$ cat config.mk
export PLATFORM = sky130hd
export DESIGN_NAME = mp2d_ctrl
export DESIGN_NICKNAME = d
export VERILOG_FILES = /design/src/hw/rtl/mp2d_pkg.sv /design/src/hw/rtl/mp2d_ctrl.sv
export SDC_FILE = /design/constraint.sdc
export NUM_CORES = 1
export LEC_CHECK = 0
export BUFFER_PORTS_ARGS = -buffer_cell sky130_fd_sc_hd__clkbuf_2
export CAP_MARGIN = 30
export CORE_AREA = 5 5 42 44
export CTS_CLUSTER_DIAMETER = 40
export DETAILED_ROUTE_END_ITERATION = 12
export DIE_AREA = 0 0 47 49
export PLACE_DENSITY_LB_ADDON = 0.08
export SETUP_SLACK_MARGIN = 0.15
export SLEW_MARGIN = 20
export SYNTH_ARGS = -nofsm -noshare
export SYNTH_HDL_FRONTEND = slang
export SYNTH_SLANG_ARGS = --single-unit
$ cat constraint.sdc
create_clock -name clk -period 1.45 [get_ports clk]
set_input_delay 0.29 -clock clk [delete_from_list [all_inputs] [get_ports clk]]
set_output_delay 0.29 -clock clk [all_outputs]
set_load 0.005 [all_outputs]
$ cat src/hw/rtl/mp2d_pkg.sv
// ----------------------------------------------------------------------------
// mp2d_pkg
// Shared types and constants of the 2-D max pooling block: configuration
// register indexes and widths, reset values, and controller/datapath links.
// ----------------------------------------------------------------------------
package mp2d_pkg;

  localparam int CFG_INDEX_W = 3;
  localparam int CFG_DATA_W  = 9;

  localparam logic [CFG_INDEX_W-1:0] REG_POOL_SIDE    = 3'd0;
  localparam logic [CFG_INDEX_W-1:0] REG_STEP_SIZE    = 3'd1;
  localparam logic [CFG_INDEX_W-1:0] REG_IN_HEIGHT    = 3'd2;
  localparam logic [CFG_INDEX_W-1:0] REG_IN_WIDTH     = 3'd3;
  localparam logic [CFG_INDEX_W-1:0] REG_NUM_CHANNELS = 3'd4;

  localparam int POOL_REG_W  = 3;
  localparam int STEP_REG_W  = 3;
  localparam int HEIGHT_REG_W = 9;
  localparam int WIDTH_REG_W = 8;
  localparam int CHAN_REG_W  = 5;

  localparam logic [POOL_REG_W-1:0]   POOL_RESET   = 3'd2;
  localparam logic [STEP_REG_W-1:0]   STEP_RESET   = 3'd2;
  localparam logic [HEIGHT_REG_W-1:0] HEIGHT_RESET = 9'd8;
  localparam logic [WIDTH_REG_W-1:0]  WIDTH_RESET  = 8'd8;
  localparam logic [CHAN_REG_W-1:0]   CHAN_RESET   = 5'd1;

  localparam int STEP_LIMIT   = 4;
  localparam int HEIGHT_LIMIT = 256;
  localparam int ROW_W        = 8;
  localparam int PHASE_W      = 2;

  typedef struct packed {
    logic accept;
    logic read_issue;
    logic emit;
  } cmd_t;

  typedef struct packed {
    logic hit;
    logic rd_last;
    logic out_free;
  } status_t;

  function automatic logic [31:0] clamp_reg(input logic [31:0] v, input logic [31:0] hi);
    logic [31:0] r;
    if (v == 32'd0) begin
      r = 32'd1;
    end else if (v > hi) begin
      r = hi;
    end else begin
      r = v;
    end
    return r;
  endfunction

endpackage

$ cat src/hw/rtl/mp2d_ctrl.sv
// ----------------------------------------------------------------------------
// mp2d_ctrl
// Controller of the pooling block: accepts samples, sequences the window
// reads and hands the finished maximum to the output register.
// ----------------------------------------------------------------------------
module mp2d_ctrl (
  input  logic              clk,
  input  logic              rst,
  input  logic              in_valid,
  output logic              in_ready,
  input  mp2d_pkg::status_t status,
  output mp2d_pkg::cmd_t    cmd
);

  typedef enum logic [1:0] {
    IDLE,
    READ,
    DRAIN,
    EMIT
  } state_t;

  state_t state;

  always_comb begin
    in_ready       = (state == IDLE);
    cmd.accept     = (state == IDLE) && in_valid;
    cmd.read_issue = (state == READ);
    cmd.emit       = (state == EMIT) && status.out_free;
  end

  always_ff @(posedge clk) begin
    if (rst) begin
      state <= IDLE;
    end else begin
      case (state)
        IDLE: begin
          if (in_valid && status.hit) begin
            state <= READ;
          end
        end
        READ: begin
          if (status.rd_last) begin
            state <= DRAIN;
          end
        end
        DRAIN: begin
          state <= EMIT;
        end
        EMIT: begin
          if (status.out_free) begin
            state <= IDLE;
          end
        end
        default: begin
          state <= IDLE;
        end
      endcase
    end
  end

endmodule

# Word level (Yosys, flattened, before mapping)
# Index checks and enable logic that the tools add are counted.
# classes
muxes	4
n_reduce_logical	5
n_eq_ne	6
# ops
op	n
2-bit one-hot mux with 4 select lines	1
2-bit two-way mux	3
2-bit == test (second input constant)	2
2-bit != test (second input constant)	2
1-bit logical AND	3
3-bit AND reduction	1
2-bit by 1-bit == test with 1-bit output (second input constant)	1
2-bit logical NOT	1
2-bit by 1-bit != test with 1-bit output (second input constant)	1
# word_totals
wordCells	16
reg_bits	2

# Logic depth before layout (Yosys ltp)
# logic_depth
ltp_word	3
mapped_depth	5
ltp_nobuf	5

# Worst setup path after synthesis
# Ideal clock, no wire load.
# synth_timing
path_kind	flip-flop to flip-flop
start	reg state[0]
end	reg state[0]
required_time_ps	1335
path_stages_with_launch	6
arrival_ps	1108
setup_ps	115
path_buffers	0
setup_slack_ps	227
path_cell_list	dfxtp_1 > inv_1 > ha_1 > a21bo_1 > and3_4 > o21a_1
# synth_via
elab_chain_len	3
word_cells_on_any_way	9
cone_classes	6 x eq/ne; 1 x mux; 2 x reduce/logical
# synth_rtl
item	line_no	rtl
start: declaration	mp2d_ctrl.sv:22	state_t state;
start signal: assignment	mp2d_ctrl.sv:33	state <= IDLE;
start signal: assignment	mp2d_ctrl.sv:38	state <= READ;
start signal: assignment	mp2d_ctrl.sv:43	state <= DRAIN;
2-bit logical NOT *	n/a	
via in_ready	mp2d_ctrl.sv:10	output logic in_ready,
2-bit by 1-bit != test with 1-bit output (no line)	n/a	
3-bit AND reduction (no line)	n/a	
# The timed path passes the listed nets; every way through them passes the cells marked *.
# A chain may end at the register's enable or synchronous reset.

==> flow_results.org <==
** STA
- Based on the critical path, the design can be clocked at up to 0.777 GHz.
- Post-route clock skew :: 2.94 ps
- Setup-violating endpoint count in the final report :: 0
- After layout, the worst path uses 88.8% of the clock period.
- The worst path needs 1290 ps of the cycle, external delays included.
- After routing, the total negative slack on setup checks comes to 0 ps.
- Transition time at the pin with the least slew margin :: 158 ps
- Unrepaired setup endpoints after global routing :: true
- Max Transition Viols Final :: 0
- Endpoints failing hold :: 0
- In this run the tightest slew margin relative to its limit is 89.4%.

** Worst setup path
- For this run, the slowest stage of the critical path takes 330 ps.
- Critical path's top delay family :: flip-flops
- The slowest stage of the critical path belongs to the cell dfxtp_2.
- Worst setup EP type :: output port
- Walking the worst path, the cells encountered are inv_2 > ha_4 > and2_4 > clkbuf_2.
- The startpoint identified for the worst register-to-register timing path is state[1].
- The worst setup path is launched from a flip-flop.
- Crit path kind :: reg2out
- In this run the register-to-register setup slack is 260 ps.
- Required time of the worst setup path :: 1160 ps
- Buf+Inv Stages, Crit Path :: 2
- Depth of the worst register-to-register path :: 5
- Data on the critical path arrives at its endpoint at 1000 ps.
- In this run the worst path has a maximum fanout of 4.
- Capture instance of the worst register-to-register path :: state[0]

** Final layout
- In the final layout, the multi-input gates occupy 155 sq um.
- Layout cells sized above 1 :: 66.7%
- Summed area of non-filler cells in the final layout :: 333 sq um
- Biggest register :: state
- Diode count :: 0
- Number of flip-flops under the largest register name :: 2
- Number of fill cells in the layout :: 166
- Summing all flip-flop and latch instances after layout gives 42.5 sq um.
- Net total in the final layout :: 48
- Syn-to-layout area delta :: 78.5%
- The largest registers in the layout are state x2.

** Status
- Run status :: finished clean

** GRT
- Global routing consumed, on the met3 layer, 3.32% of the routing resources.
- The first global-routing pass estimated 828 microns of wire.
- Pin count of the biggest net entering global routing :: 5
- Global-route total usage across every layer :: 5.27%
- The via count of the first global-routing pass was 204.
- Antenna violations before repair :: 0
- Global route hottest layer :: met2
- Global routing finished with a remaining overflow of 0.
- Global-route met1 utilization :: 5.69%
- Met2 capacity usage during global routing :: 7.01%

** Logic synthesis
- Synthesis inferred 2 register bits.
- The synthesized netlist occupies a cell area of 186 sq um.
- The synthesized design spends more area on one cell type than any other, namely ha_1.
- In this run, distinct cell masters in the synthesized netlist total 13.
- During synthesis, Yosys emitted a total of 0 warnings.
- When the netlist entered floorplanning its net count stood at 30.
- After synthesis, flip-flops and latches occupy 21.5% of the total area.
- Share of the synthesized area in the top cell type :: 26.8%
- Dominant cells by area after synthesis :: ha_1 (27%), dfxtp_1 (21%), nand2b_1 (10%), and3_4 (6.0%), a21bo_1 (5.4%)
- A synthesized cell averages 9.32 sq um.
- Instance count of the mapped netlist :: 20

** Route
- After detailed routing, the average wire length per cell comes to 8.75 microns.
- For this run, design rule violations remaining after detail routing come to 0.
- Pre-Repair DR Iteration Count :: 1
- Using the TritonRoute via totals, the vias-per-cell ratio works out to 3.62.
- Via count :: 188
- Once detail routing completed, the nets flagged for antenna violations numbered 0.
- The first routing iteration left 0 violations.
- Routed wire length :: 455 microns

** Job
- Across the run, the number of max-cap violations was 0.

** CTS
- TritonCTS built the clock tree.
- At the later pin of the worst-skew pair, clock insertion delay measures 220 ps.
- In this run, CTS created clock tree buffers numbering 3.
- CTS saw 2 sinks.
- Clock tree synthesis selected as its root buffer the cell clkbuf_4.
- CTS built an H-tree with a depth of 1.
- The clock passes through at most 2 buffers.
- After clock tree synthesis, the clock-pin slew on the worst setup and hold paths is 30 ps.

** Placed design
- The congestion estimate from routability-driven global placement came to 0.624.
- Once detailed placement completed, the half-perimeter wirelength came to 370 microns.
- In this run the cell area measured after placement is 251 sq um.
- Port-buffer cells :: 9

** Pwr
- Leak pwr :: 0.000164 uW
- Max VDD drop :: 546 uV
- Power consumption :: 656 uW
- Dividing total power by cell area gives a power density of 1970 nW/um^2.

** Floorplan
- Pin placement for this block handled 10 I/O pins.
- The floorplan step set the die height to 49 microns.
- The floorplan step defined a die boundary enclosing 2300 sq um.
- Core region area :: 1400 sq um
- Measured along the x axis, the die boundary spans 47 microns.
- After floorplanning, the core was divided into 14 placement rows.
- Starting utilization of the core area :: 13.3%

** Worst hold path
- The worst hold path passes through 3 cells.
- The startpoint identified for the worst hold timing path is rst.
- The worst hold path belongs to the class in2reg.
- For hold timing, the worst endpoint is state[0].
==> per-layer routing <==
| layer | part of all wire [%] | vias to the layer above | wire length (microns) |
|---|---|---|---|
| li1 | - | 99 | - |
| met1 | 38 | 85 | 172 |
| met2 | 54 | 4 | 246 |
| met3 | 7.9 | 0 | 36 |
| met4 | 0 | 0 | 0 |
| met5 | 0 | - | 0 |
==> Yosys cell counts, drive strengths merged <==
cell,n
or2b,1
nand2b,3
a31oi,1
dfxtp,2
o21a,1
a21bo,1
nor2,1
and3,1
mux2i,1
inv,2
and2,2
ha,4
==> final cells by class <==
cell class	count	area share [%]
well taps	16	6.02
inverters	2	2.26
clock buffers	3	6.77
flip-flops and latches	2	12.8
multi-input cells	16	46.6
repair buffers	13	25.6
==> report_power, final <==
group	total (uW)	internal, uW	leakage (uW)	switching, uW
Clock	120	91.1	0.0000138	29.2
Sequential	105	84.7	0.0000172	20.3
Combinational	430	275	0.000133	155
Total	656	451	0.000164	205
==> worst max-delay path by stage <==
stage | from | end | depth (start not counted)
detailed placement | state[0] | state[1] | 5
global placement | state[1] | state[1] | 5
floorplan | state[0] | state[0] | 5
global route | state[0] | cmd[0] | 3
CTS | state[0] | cmd[1] | 3
finish | state[0] | cmd[2] | 4
==> placed cells by master (no fill, tap or decap) <==
cell type  Yosys  routed
nand2b_1       3       3
and2_1         1       1
a21bo_1        1       1
a31oi_1        1       1
nor2_1         1       1
ha_1           4       2
buf_4          0       3
mux2i_1        1       1
clkbuf_4       0       3
clkbuf_2       0       8
o21a_1         1       1
and3_4         1       1
buf_6          0       2
inv_2          0       2
dfxtp_2        0       2
ha_4           0       1
and2_4         0       1
ha_2           0       1
or2b_1         1       1
==> timing repair <==
action,4_1_cts,5_1_grt
resized for setup,7,3
hold buffers,0,0
endpoints found under the setup margin,5,4
pin swaps,1,0
buffers inserted,4,0
==> through the flow <==
stage          util, %  hold WS (ps)  setup WS (ps)  instances
3_5_place_dp      17.9           517            128         45
5_1_grt           23.8           370            104         52
2_1_floorplan        -           445            227         20
4_1_cts           22.9           349            149         52
6_report          23.8           358            163         52
3_3_place_gp      17.9           517            128         45
==> worst reg2reg max path: stages, from the launching register on <==
cell and delay [ps]:
dfxtp_2 320, inv_2 80, ha_4 150, a21bo_1 200, and3_4 180, o21a_1 160
==> cells by family (layout without fill, tap and decap cells) <==
group | count (synthesis) | after routing | synth area share (%)
adder cells (fa/ha/maj) | 4 | 4 | 26.8
multiplexers | 1 | 1 | 5.37
AO/OA/AOI/OAI | 3 | 3 | 12.8
AND/OR/NAND/NOR | 8 | 8 | 29.5
buffers and inverters | 2 | 18 | 4.03
flip-flops | 2 | 2 | 21.5
Power figures use the tool's default switching activity.
